## src/rtl/ygbd_pkg.sv

```systemverilog
// Shared types and constants of the YOLO grid box decode unit.
`default_nettype none

package ygbd_pkg;

  localparam int unsigned CFG_IDX_W  = 3;
  localparam int unsigned CFG_DATA_W = 16;
  localparam int unsigned VAL_W      = 16;
  localparam int unsigned COORD_W    = 29;
  localparam int unsigned BOXNO_W    = 10;
  localparam int unsigned CLASSNO_W  = 5;
  localparam int unsigned CLSCNT_W   = 6;
  localparam int unsigned BPC_W      = 3;
  localparam int unsigned GSIDE_W    = 5;
  localparam int unsigned IMG_W      = 13;
  localparam int unsigned BOXIDX_W   = 2;

  // Quotient bits retired per cycle by the divider.
  localparam int unsigned DIV_STEPS  = 4;

  typedef enum logic [CFG_IDX_W-1:0] {
    REG_CLASS_COUNT     = 3'd0,
    REG_BOXES_PER_CELL  = 3'd1,
    REG_GRID_SIDE       = 3'd2,
    REG_SQUARE_MODE     = 3'd3,
    REG_THRESHOLD       = 3'd4,
    REG_IMAGE_WIDTH     = 3'd5,
    REG_IMAGE_HEIGHT    = 3'd6,
    REG_ONLY_OBJECTNESS = 3'd7
  } cfg_reg_e;

  localparam logic [CLSCNT_W-1:0] RST_CLASS_COUNT    = 6'd20;
  localparam logic [BPC_W-1:0]    RST_BOXES_PER_CELL = 3'd2;
  localparam logic [GSIDE_W-1:0]  RST_GRID_SIDE      = 5'd7;
  localparam logic                RST_SQUARE_MODE    = 1'b1;
  localparam logic [VAL_W-1:0]    RST_THRESHOLD      = 16'd19661;
  localparam logic [IMG_W-1:0]    RST_IMAGE_WIDTH    = 13'd1;
  localparam logic [IMG_W-1:0]    RST_IMAGE_HEIGHT   = 13'd1;
  localparam logic                RST_ONLY_OBJ       = 1'b0;

  // Control of one divider run.
  typedef struct packed {
    logic start;
  } div_ctrl_t;

endpackage

`default_nettype wire

```

## src/rtl/ygbd_div.sv

```systemverilog
// Radix-16 restoring divider of a wide dividend by a narrow divisor.
`default_nettype none

module ygbd_div import ygbd_pkg::*; #(
  parameter int unsigned W  = 37,
  parameter int unsigned DW = 5
) (
  input  wire logic          clk_i,
  input  wire logic          rst_ni,
  input  wire div_ctrl_t     ctrl_i,
  input  wire logic [W-1:0]  dividend_i,
  input  wire logic [DW-1:0] divisor_i,
  output      logic          done_o,
  output      logic [W-1:0]  quotient_o,
  output      logic [DW-1:0] remainder_o
);

  localparam int unsigned ITER  = (W + DIV_STEPS - 1) / DIV_STEPS;
  localparam int unsigned PW    = ITER * DIV_STEPS;
  localparam int unsigned CNT_W = $clog2(ITER + 1);

  logic [PW-1:0]    shreg_q, shreg_d;
  logic [DW-1:0]    rem_q, rem_d;
  logic [DW-1:0]    div_q;
  logic [CNT_W-1:0] cnt_q;
  logic             busy_q, done_q;
  logic [DW:0]      trial;

  // Shift in DIV_STEPS dividend bits, subtract where the partial remainder allows.
  always_comb begin
    rem_d   = rem_q;
    shreg_d = shreg_q;
    trial   = '0;
    for (int k = 0; k < DIV_STEPS; k++) begin
      trial   = {rem_d, shreg_d[PW-1]};
      shreg_d = {shreg_d[PW-2:0], 1'b0};
      if (trial >= {1'b0, div_q}) begin
        trial      = trial - {1'b0, div_q};
        shreg_d[0] = 1'b1;
      end
      rem_d = trial[DW-1:0];
    end
  end

  always_ff @(posedge clk_i or negedge rst_ni) begin
    if (!rst_ni) begin
      busy_q <= 1'b0;
      done_q <= 1'b0;
      cnt_q  <= '0;
    end else begin
      done_q <= 1'b0;
      if (ctrl_i.start) begin
        busy_q <= 1'b1;
        cnt_q  <= CNT_W'(ITER);
      end else if (busy_q) begin
        cnt_q <= cnt_q - 1'b1;
        if (cnt_q == CNT_W'(1)) begin
          busy_q <= 1'b0;
          done_q <= 1'b1;
        end
      end
    end
  end

  always_ff @(posedge clk_i) begin
    if (ctrl_i.start) begin
      shreg_q <= PW'(dividend_i);
      rem_q   <= '0;
      div_q   <= divisor_i;
    end else if (busy_q) begin
      shreg_q <= shreg_d;
      rem_q   <= rem_d;
    end
  end

  assign done_o      = done_q;
  assign quotient_o  = shreg_q[W-1:0];
  assign remainder_o = rem_q;

endmodule

`default_nettype wire

```

## config.mk

```make
export PLATFORM = sky130hd
export DESIGN_NAME = ygbd_div
export DESIGN_NICKNAME = d
export VERILOG_FILES = /design/src/rtl/ygbd_pkg.sv /design/src/rtl/ygbd_div.sv
export SDC_FILE = /design/constraint.sdc
export NUM_CORES = 1
export LEC_CHECK = 0
export ABC_AREA = 1
export BUFFER_PORTS_ARGS = -buffer_cell sky130_fd_sc_hd__buf_2
export CAP_MARGIN = 10
export CORE_ASPECT_RATIO = 1.2
export CORE_MARGIN = 2
export CORE_UTILIZATION = 49
export CTS_CLUSTER_SIZE = 12
export DETAILED_ROUTE_END_ITERATION = 16
export PLACE_DENSITY = 0.77
export SYNTH_ARGS = -nofsm -noshare
export SYNTH_HDL_FRONTEND = slang
export SYNTH_SLANG_ARGS = --single-unit
```

## constraint.sdc

```tcl
create_clock -name clk_i -period 5 [get_ports clk_i]
set_input_delay 0.5 -clock clk_i [delete_from_list [all_inputs] [get_ports clk_i]]
set_output_delay 0.5 -clock clk_i [all_outputs]
set_load 0.05 [all_outputs]
```

# Word-level counts from Yosys, hierarchy flattened
# Cells that the tools add are included.
# W data, S select, Z words.
[totals]
word_cells = 36
input_bits = 45
ff_bits = 56
out_inout_bits = 43
[op_classes]
n_reduce_logical = 1
eq_ne = 1
addsub = 5
order_cmp = 4
muxes = 18
[ops]
columns = ["operator", "n"]
rows = [
  ["$mux W37", 2],
  ["$ge A6 B5 Y1", 4],
  ["$mux W5", 4],
  ["$sub A5 B5 Y5", 4],
  ["$mux W1", 10],
  ["$mux W4", 2],
  ["$eq A4 B1 Y1 const B", 1],
  ["$sub A4 B1 Y4 const B", 1],
  ["$reduce_bool A2 Y1", 1],
]

# Longest topological paths before layout
# Gate-level depths: netlist of the first run.
[logic_depth]
word_depth = 10
depth_mapped = 42

# Worst setup path before layout of the first run
# No wires, ideal clock.
[synth_path]
path_type = "register to register"
start = "reg rem_q[3], in the netlist remainder_o[3]"
end = "reg shreg_q[0], data pin"
path_stages_with_launch = 34
required_time_ps = 4729
synth_period_minus_slack_ps = 5307
arrival_ps = 5036
n_path_buf = 0
slack_ps = -307
path_cell_list = "dfxtp_1 -> ha_1 -> inv_2 -> nor2_2 -> nand3_2 -> nand3_2 -> o21ai_0 -> inv_1 -> ha_1 -> nand2_1 -> nand2_1 -> nand3b_1 -> and2b_1 -> nand2_1 -> nor2_4 -> nand2_1 -> nand2_1 -> inv_1 -> ha_1 -> a21oi_1 -> o21ai_1 -> a21oi_1 -> inv_1 -> nor2_2 -> nand3_1 -> nand2_1 -> inv_1 -> ha_1 -> a21oi_1 -> nand2_1 -> nand2_1 -> nand2_1 -> nor2_4 -> a31oi_1"
[synth_via]
elab_chain_len = 10
[synth_rtl]
columns = ["element", "line", "rtl"]
rows = [
  ["start, declared", "ygbd_div.sv:23", "logic [DW-1:0] rem_q, rem_d;"],
  ["start signal, assigned", "ygbd_div.sv:72", "rem_q <= rem_d;"],
  ["$sub A5 B5 Y5 / $ge A6 B5 Y1 (equally long branches)", "ygbd_div.sv:38, ygbd_div.sv:37", ""],
  ["$mux W5 (*)", "ygbd_div.sv:37", "if (trial >= {1'b0, div_q}) begin"],
  ["$ge A6 B5 Y1 / $sub A5 B5 Y5 (equally long branches)", "ygbd_div.sv:37, ygbd_div.sv:38", ""],
  ["$mux W5 (*)", "ygbd_div.sv:37", ""],
  ["$sub A5 B5 Y5 / $ge A6 B5 Y1 (equally long branches)", "ygbd_div.sv:38, ygbd_div.sv:37", ""],
  ["$mux W5 (*)", "ygbd_div.sv:37", ""],
  ["$ge A6 B5 Y1 (*)", "ygbd_div.sv:37", ""],
  ["$mux W1 (*)", "ygbd_div.sv:37", ""],
  ["$mux W37 (*)", "ygbd_div.sv:70", "end else if (busy_q) begin"],
  ["$mux W37 (*)", "ygbd_div.sv:66", "if (ctrl_i.start) begin"],
  ["end signal, assigned", "ygbd_div.sv:67", "shreg_q <= PW'(dividend_i);"],
  ["end signal, assigned", "ygbd_div.sv:71", "shreg_q <= shreg_d;"],
  ["end, declared", "ygbd_div.sv:22", "logic [PW-1:0] shreg_q, shreg_d;"],
]
# Every way passes the cells marked *; elsewhere a longest branch is shown, timed or not. The select of a mux whose other input is x is not followed.
# A chain may end at the register's enable or synchronous reset.

# Worst setup path after layout of the first run
[layout_path]
start = "reg div_q[0]"
end = "reg shreg_q[0], data pin"
[layout_via]
elab_chain_len = 10
[layout_rtl]
columns = ["element", "line", "rtl"]
rows = [
  ["start, declared", "ygbd_div.sv:24", "logic [DW-1:0] div_q;"],
  ["start signal, assigned", "ygbd_div.sv:69", "div_q <= divisor_i;"],
  ["$sub A5 B5 Y5 / $ge A6 B5 Y1 (equally long branches)", "ygbd_div.sv:38, ygbd_div.sv:37", ""],
  ["$mux W5", "ygbd_div.sv:37", ""],
  ["$sub A5 B5 Y5 / $ge A6 B5 Y1 (equally long branches)", "ygbd_div.sv:38, ygbd_div.sv:37", ""],
  ["$mux W5", "ygbd_div.sv:37", ""],
  ["$sub A5 B5 Y5 / $ge A6 B5 Y1 (equally long branches)", "ygbd_div.sv:38, ygbd_div.sv:37", ""],
  ["$mux W5", "ygbd_div.sv:37", ""],
  ["$ge A6 B5 Y1 (*)", "ygbd_div.sv:37", ""],
  ["$mux W1 (*)", "ygbd_div.sv:37", ""],
  ["$mux W37 (*)", "ygbd_div.sv:70", ""],
  ["$mux W37 (*)", "ygbd_div.sv:66", ""],
]
# Marks and branches as above.

==> qor.yml, run 1 <==
yosys:
  syn-num-nets: 524
  synthesis.area_um2: 3730
  ys_warn_count: 0
  ys_seq_area_frac: 0.421
  ys_types: 30
  synth_edf_count: 42
  synthFlopType: "edfxtp_1"
  yosysTopAreaCell: "edfxtp_1"
  async_flop_share: 0.107
  synth_top_area_share: 0.338
  syn_area_per_cell_um2: 8.24
  synth_area_leaders: "edfxtp_1, nand2_1, buf_4"
  synth_cells: 453
  synth-seq-cells: 56
sta:
  fmax_ghz: 0.197
  min_period_ns: 5.07
  tightest_slew_ns: 0.601
  drv_slew: 0
  final_hold_viol_count: 0
  maxSlewHeadroom: 0.598
  grt_setup_unrepaired: "true"
  fin_crit_sh: 1.01
  finalClockSkew_ns: 0.00402
  setup_viol: 6
  worst_slack_ns: -0.0705
cells_and_area:
  fillers: 590
  antenna_cells: 0
  area_delta_synth_final_pct: 31.8
  nNetsFinal: 639
  drive_gt1_frac: 0.459
outcome:
  violations: "setup timing"
  status: "finished with violations"
placement:
  gp_congestion: 0.987
  hpwlAfterDp_mm: 7.24
  placement.setup.worst_slack_ns: -0.238
  portBuffers: 87
clock_network:
  cts_buffers: 5
  tritoncts: "done"
  clock_sinks: 56
  htree_num_levels: 2
  clockBufferDepth: 2
  cts_root_buf: "clkbuf_8"
  path_clk_slew_ns: 0.11
  clk_latency_ns: 0.32
die:
  start_util: 0.510
  fp.dieH_um: 99.6
  io_pins: 88
  dieArea_um2: 8340
  coreArea_um2: 7320
  std_cell_rows: 34
  die_x_um: 83.7
routing:
  drc_errors: 0
  met1Wirelength_mm: 3.99
  topRoutingLayerUsed: "met4"
  drt_iter0_drc: 204
  drt-wirelength-per-cell_um: 15.7
  vias: 3468
  dr_wl_met2_mm: 5.24
  avgViaCountPerCell: 5.26
  drt_pass1_iterations: 5
  routed_wl_mm: 10.4
  antenna_left: 0
  wl_met3_um: 622
worst_setup_path:
  worstPathArrival_ns: 5.14
  endpoint_kind: "flip-flop"
  crit_path_max_incr_delay_ns: 0.42
  cp_max_fo: 6
  crit_required_ns: 5.07
  cp_slowest_cell: "edfxtp_1"
  crit_path_start_kind: "flip-flop"
  worstSetupPathType: "flip-flop to flip-flop"
  worst_path_most_repeated_cell: "nand2_2"
flow_run:
  cap_viol_max_count: 0
global_routing:
  grt_use_total: 0.230
  grt_pass1_vias: 3341
  grt_max_degree: 48
  grt-ovfl-total: 0
  antenna_found_initial: 0
  grt_pass1_wl_mm: 15.3
hold_path:
  hold_class: "primary input to flip-flop"
cell usage in the layout, fill, tap and decap left out, drive strengths merged, types with 2 or more instances in the layout:
master / instances
o21ai: 15
nand3: 30
dfxtp: 8
clkbuf: 5
clkinv: 2
buf: 153
ha: 22
a31oi: 3
inv: 45
fa: 4
nand4: 4
nand2: 187
dfrtp: 6
edfxtp: 42
nand3b: 2
nor2: 19
a21oi: 9
xnor2: 5
xor2: 4
what timing repair did:
| action | CTS | global route |
|---|---|---|
| hold buffers | 1 | 0 |
| setup buffers | 4 | 12 |
| endpoints found under the hold margin | 6 | 0 |
| resized for setup | 19 | 62 |
| pin swaps | 9 | 43 |
| endpoints found under the setup margin | 6 | 6 |
synth_stat cells (5+ instances only):
library cell	number
dfrtp_1	6
nand3_1	24
clkbuf_1	9
a21oi_1	9
o21ai_0	13
nor2_1	9
dfxtp_1	8
xnor2_1	5
edfxtp_1	42
nand2_1	179
nor2_2	6
buf_4	37
ha_1	22
inv_1	40
nand2_2	7
worst max-delay path, delay by kind of cell, from the launching register on:
kind / cells / cell delay [ns]
adders and majority gates: 5 / 1.60
DFF: 1 / 0.42
buffers and inverters: 7 / 0.58
AOI/OAI and AO/OA: 4 / 0.48
and+or+nand+nor: 17 / 1.72
registers in the layout (all words and copies together), names as in the netlist:
signal / count
shreg_q: 40
div_q: 5
remainder_o: 5
done_o: 1
cnt_q: 4
busy_q: 1
cells by family (layout without fill, tap and decap cells):
logic type      Yosys count  after routing  share of synthesized area
buf+inv                  90            206                      0.128
xor+xnor                  9              9                     0.0211
flops                    56             56                      0.421
simple gates            244            244                      0.296
fa+ha+maj                26             26                     0.0951
compound gates           28             28                     0.0392
through the flow:
| stage | utilization | hold slack, ns | TNS [ns] | std cells | area [µm²] |
|---|---|---|---|---|---|
| after global routing | 0.673 | 0.345 | -1.85 | 659 | 4920 |
| after floorplan | - | 0.204 | 0 | 453 | 3760 |
| after CTS | 0.626 | 0.350 | 0 | 648 | 4580 |
| final | 0.673 | 0.346 | -0.218 | 659 | 4920 |
| after global placement | 0.598 | 0.330 | -0.758 | 635 | 4380 |
| after detailed placement | 0.598 | 0.331 | -1.27 | 635 | 4380 |
worst paths after layout:
check                      depth (start not counted)                   from                        to  slack [ns]
min                                                1           divisor_i[1]        div_q[1]$_DFFE_PP_        0.35
max reg2reg                                       33     div_q[0]$_DFFE_PP_      shreg_q[0]$_DFFE_PP_       -0.07
min in group asynchronous                          2                 rst_ni      cnt_q[2]$_DFFE_PN0P_        0.51
max in group asynchronous                          2                 rst_ni          busy_q$_DFF_PN0_        4.34
min reg2reg                                        2  shreg_q[33]$_DFFE_PP_  shreg_q[37]$_SDFFE_PP0P_        0.49
max                                               33     div_q[0]$_DFFE_PP_      shreg_q[0]$_DFFE_PP_       -0.07
final cells by class:
class	count	area, µm²	area share
clock buffers	5	68.8	0.0140
clock inverters	3	22.5	0.00457
inverters	44	170	0.0346
multi-input cells	307	2020	0.411
flip-flops and latches	56	1580	0.320
well taps	90	113	0.0229
repair buffers	154	948	0.193
layer usage:
layer  global-route usage  vias to the layer above
met5                    0                        -
met4                0.108                        0
met3               0.0382                       45
met2                0.419                      152
met1                0.261                     1625
li1                     -                     1646
Power of run 1 is not shown: default switching activity piles up to over one toggle a cycle in this logic, so the estimate is an artifact.
==> run 2, diff against run 1 <==
--- a/config.mk
+++ b/config.mk
@@ -10,10 +10,10 @@
 export CAP_MARGIN = 10
 export CORE_ASPECT_RATIO = 1.2
 export CORE_MARGIN = 2
-export CORE_UTILIZATION = 49
+export CORE_UTILIZATION = 54
 export CTS_CLUSTER_SIZE = 12
 export DETAILED_ROUTE_END_ITERATION = 16
-export PLACE_DENSITY = 0.77
+export PLACE_DENSITY = 0.8
 export SYNTH_ARGS = -nofsm -noshare
 export SYNTH_HDL_FRONTEND = slang
 export SYNTH_SLANG_ARGS = --single-unit
==> constraint.sdc (replaced) <==
create_clock -name clk_i -period 5.1 [get_ports clk_i]
set_input_delay 0.765 -clock clk_i [delete_from_list [all_inputs] [get_ports clk_i]]
set_output_delay 0.765 -clock clk_i [all_outputs]
set_load 0.05 [all_outputs]
==> run 2 against run 1 <==
Against the previous run: the flow still finishes with violations (setup timing); die area is 8.9% lower; sequential share of layout area is 1.2 points higher; worst hold slack worse by 0.099 ns; clock-buffer cell count stayed put; first-iteration DRC count is 7.4% lower; via count is 3.3% lower; non-clock buffer count is 18 lower; setup slack better by 0.053 ns; wire length is 3.6% lower; register-to-register slack better by 0.05 ns; critical path depth is 3 higher; clock skew is 0.0023 ns higher; critical path type unchanged; largest cell class unchanged; highest routed layer unchanged.
==> qor.yml, run 2 (synthesized netlist as in run 1, its figures left out) <==
worst_setup_path:
  cp_max_fo: 5
  critPathTopFamily: "simple AND/OR/NAND/NOR gates"
  crit_path_max_incr_delay_ns: 0.40
  worstPathArrival_ns: 5.18
  worstSetupPathType: "flip-flop to flip-flop"
  cp_slowest_cell: "edfxtp_1"
  crit_required_ns: 5.16
  endpoint_kind: "flip-flop"
  crit_buf_inv: 8
  crit_path_start_kind: "flip-flop"
placement:
  portBuffers: 87
  dpl.cell_count: 615
  hpwlAfterDp_mm: 6.60
  gp_congestion: 1.04
sta:
  setup_viol: 4
  tightest_slew_ns: 0.842
  maxSlewHeadroom: 0.438
  fmax_ghz: 0.195
  final_hold_viol_count: 0
  min_period_ns: 5.12
  fin_crit_sh: 1.00
  finalClockSkew_ns: 0.00631
  drv_slew: 0
  worst_slack_ns: -0.0178
die:
  io_pins: 88
  die_x_um: 79.9
  std_cell_rows: 33
  fp.dieH_um: 95.1
  dieArea_um2: 7600
  start_util: 0.552
  coreArea_um2: 6770
clock_network:
  tritoncts: "done"
  cts_root_buf: "clkbuf_8"
  clockBufferDepth: 2
  clk_latency_ns: 0.31
  path_clk_slew_ns: 0.11
  clock_sinks: 56
  cts_buffers: 5
  htree_num_levels: 2
routing:
  antenna_left: 0
  drc_errors: 0
  vias: 3352
  avgViaCountPerCell: 5.25
  drt_pass1_iterations: 4
  drt-wirelength-per-cell_um: 15.7
  drt_iter0_drc: 189
  routed_wl_mm: 9.99
outcome:
  status: "finished with violations"
  violations: "setup timing"
global_routing:
  busiest_layer: "met2"
  grt_use_met1: 0.276
  antenna_found_initial: 0
  grtUsageMet2: 0.404
  grt-ovfl-total: 0
  use_met3: 0.0436
  grt_pass1_wl_mm: 13.7
  grt_use_total: 0.231
  grt_pass1_vias: 3058
  grt_max_degree: 48
cells_and_area:
  largest_register_ff_count: 40
  area_delta_synth_final_pct: 26.9
  fin_cells: 638
  layout_commonest_cell: "nand2_1"
  fillers: 530
  nNetsFinal: 621
  layout_common_cells: "nand2_1, buf_2, buf_4, edfxtp_1"
  top_register: "shreg_q"
  drive_gt1_frac: 0.439
  antenna_cells: 0
hold_path:
  hold_class: "primary input to asynchronous set/reset pin"
flow_run:
  cap_viol_max_count: 0
## run 2: changes by cell type in the layout (fill, tap and decap cells not counted), sizes merged
cell,before,now
buf,153,136
dlygate4sd3,1,0
## run 2: per-stage QoR
stage / util / instance area [µm²] / setup TNS [ns] / setup WS, ns / hold slack (ns)
5_1_grt: 0.700 / 4740 / -1.18 / -0.214 / 0.254
2_1_floorplan: - / 3740 / 0 / 0.0170 / 0.448
3_5_place_dp: 0.625 / 4230 / -1.62 / -0.297 / 0.477
4_1_cts: 0.649 / 4400 / 0 / 0.00417 / 0.252
6_report: 0.700 / 4740 / -0.0443 / -0.0178 / 0.247
3_3_place_gp: 0.625 / 4230 / -0.268 / -0.0562 / 0.473
## run 2: final timing paths
kind | from | endpoint | slack, ns | cells past startpoint
hold / removal | rst_ni | done_o$_DFF_PN0_ | 0.25 | 1
setup / recovery | div_q[0]$_DFFE_PP_ | shreg_q[0]$_DFFE_PP_ | -0.02 | 36
max in group asynchronous | rst_ni | cnt_q[1]$_DFFE_PN0P_ | 4.72 | 1
hold reg to reg | remainder_o[2]$_SDFFE_PP0P_ | remainder_o[2]$_SDFFE_PP0P_ | 0.49 | 2
min in group clk_i | remainder_o[2]$_SDFFE_PP0P_ | remainder_o[2]$_SDFFE_PP0P_ | 0.49 | 2
setup reg to reg | div_q[0]$_DFFE_PP_ | shreg_q[0]$_DFFE_PP_ | -0.02 | 36
## run 2: final cells by class
type                       instances  area, µm²  area share
clock inverter                     3       22.5     0.00475
inverter                          44        168      0.0354
multi-input combinational        307       1990       0.419
sequential                        56       1580       0.333
timing repair buffer             136        807       0.170
tap                               87        109      0.0230
clock buffer                       5       68.8      0.0145
## run 2: layer usage
metal	wire [µm]	up-vias
met2	5120	130
met3	579	50
met1	3750	1552
met4	534	0
met5	0	-
li1	-	1620
## run 2: timing repair
item                                    4_1_cts  5_1_grt
endpoints found under the setup margin        6        6
setup buffers                                 1       14
resized for setup                            17       56
hold buffers                                  0        0
pin swaps                                     8       30
Power of run 2 is left out for the same reason.
==> run 3, diff against run 2 <==
==> constraint.sdc (replaced) <==
create_clock -name clk_i -period 5.6 [get_ports clk_i]
set_input_delay 0.84 -clock clk_i [delete_from_list [all_inputs] [get_ports clk_i]]
set_output_delay 0.84 -clock clk_i [all_outputs]
set_load 0.05 [all_outputs]
==> run 3 against run 2 <==
Against the previous run: first-iteration DRC count shrank 28%; the flow now finishes without violations; cell count down 5.5%; clock-buffer cell count unchanged; wire length fell by 14%; cell area shrank 10%; sequential share of layout area increased by 3.7 points; critical path type unchanged; via count shrank 7.9%.
==> qor.yml, run 3 (synthesized netlist as in run 1, its figures left out) <==
routing:
  avgViaCountPerCell: 5.12
  drt_iter0_drc: 137
  routed_wl_mm: 8.54
  antenna_left: 0
  drt-wirelength-per-cell_um: 14.2
  drc_errors: 0
  drt_pass1_iterations: 5
  vias: 3086
cells_and_area:
  layout_commonest_cell: "nand2_1"
  drive_gt1_frac: 0.295
  antenna_cells: 0
  finalInstanceArea_um2: 4240
  nNetsFinal: 586
  top_register: "shreg_q"
  area_delta_synth_final_pct: 13.6
  largest_register_ff_count: 40
  layout_common_cells: "nand2_1, buf_2, edfxtp_1, inv_1, nand3_1"
  fillers: 589
placement:
  dpl-instance-area_um2: 4040
  portBuffers: 87
  hpwlAfterDp_mm: 6.48
  gp_congestion: 0.997
sta:
  min_period_ns: 5.25
  maxSlewHeadroom: 0.228
  fin_crit_sh: 0.938
  drv_slew: 0
  setup_viol: 0
  fmax_ghz: 0.190
  final_hold_viol_count: 0
  tightest_slew_ns: 1.16
  finalClockSkew_ns: 0.0123
worst_setup_path:
  crit_path_start_kind: "flip-flop"
  endpoint_kind: "flip-flop"
  critPathLaunch: "div_q[0]$_DFFE_PP_"
  worst_path_most_repeated_cell: "nand2_1"
  regToRegSetupSlack_ns: 0.35
  worstPathArrival_ns: 5.27
  crit_path_max_incr_delay_ns: 0.41
  r2r-start: "div_q[0]$_DFFE_PP_"
  cp_slowest_cell: "edfxtp_1"
  r2r_cells: 38
  r2r-end: "shreg_q[0]$_DFFE_PP_"
  cp_max_fo: 6
  crit_required_ns: 5.62
  worstSetupPathType: "flip-flop to flip-flop"
die:
  std_cell_rows: 33
  io_pins: 88
  start_util: 0.552
  die_x_um: 79.9
  coreArea_um2: 6770
  dieArea_um2: 7600
  fp.dieH_um: 95.1
clock_network:
  tritoncts: "done"
  postCtsHoldBufs: 0
  path_clk_slew_ns: 0.10
  cts_buffers: 5
  htree_num_levels: 2
  cts_root_buf: "clkbuf_8"
  clock_sinks: 56
  clk_latency_ns: 0.32
  clockBufferDepth: 2
global_routing:
  grt-ovfl-total: 0
  antenna_found_initial: 0
  grt_use_total: 0.229
  grt_max_degree: 48
  grt_pass1_vias: 2917
  grt_pass1_wl_mm: 13.4
hold_path:
  hold_class: "primary input to asynchronous set/reset pin"
outcome:
  status: "complete, no violations"
flow_run:
  cap_viol_max_count: 0
[run 3: cell types whose count changed in the layout (fill, tap and decap cells not counted), moves of 3 or more]
cell,before,now
inv_2,17,5
ha_4,12,4
dfxtp_2,5,0
inv_1,26,39
buf_4,48,14
ha_1,10,18
nand2_2,26,9
nand2_1,159,177
dfxtp_1,3,8
nand3_1,21,24
[run 3: routing by layer]
metal | up-vias | wire length (µm) | track usage
met1 | 1433 | 3420 | 0.275
met5 | - | 0 | 0
met3 | 16 | 419 | 0.0379
met2 | 97 | 4500 | 0.413
li1 | 1540 | - | -
met4 | 0 | 207 | 0.0791
[run 3: worst max path at each step]
stage                                              to  slack [ns]  cells past startpoint
final                            shreg_q[0]$_DFFE_PP_        0.35                     38
after global routing             shreg_q[0]$_DFFE_PP_       -0.01                     38
after CTS                 remainder_o[3]$_SDFFE_PP0P_     -0.0008                     41
after detailed placement  remainder_o[3]$_SDFFE_PP0P_       -0.03                     41
after global placement           shreg_q[0]$_DFFE_PP_        0.12                     36
after floorplan                  shreg_q[0]$_DFFE_PP_        0.29                     33
[run 3: metrics by stage]
stage	hold slack [ns]	instances	utilization	worst slack, ns	TNS, ns
5_1_grt	0.319	603	0.627	-0.0102	-0.0145
3_5_place_dp	0.483	590	0.596	-0.0312	-0.0729
3_3_place_gp	0.471	590	0.596	0.116	0
2_1_floorplan	0.448	453	-	0.293	0
6_report	0.326	603	0.627	0.346	0
4_1_cts	0.326	598	0.610	-0.000810	-0.000810
[run 3: area by class of cell]
class / instances / area, µm² / area share
Clock buffer: 5 / 68.8 / 0.0162
Clock inverter: 3 / 21.3 / 0.00501
Inverter: 44 / 165 / 0.0389
Multi-Input combinational cell: 307 / 1770 / 0.417
Sequential cell: 56 / 1570 / 0.370
Tap cell: 87 / 109 / 0.0256
Timing Repair Buffer: 101 / 541 / 0.127
[run 3: repair_timing]
action                                  4_1_cts  5_1_grt
endpoints found under the setup margin        6        6
resized for setup                             2       15
buffers inserted                              0        5
pin swaps                                     0        6
[run 3: worst max-delay path: cells and delay by family, from the launching register on]
family          cells  cell delay [ns]
fa+ha+maj           5             1.49
buf+inv             7             0.52
flops               1             0.41
compound gates      3             0.36
simple gates       23             2.16
Power of run 3 is left out for the same reason.
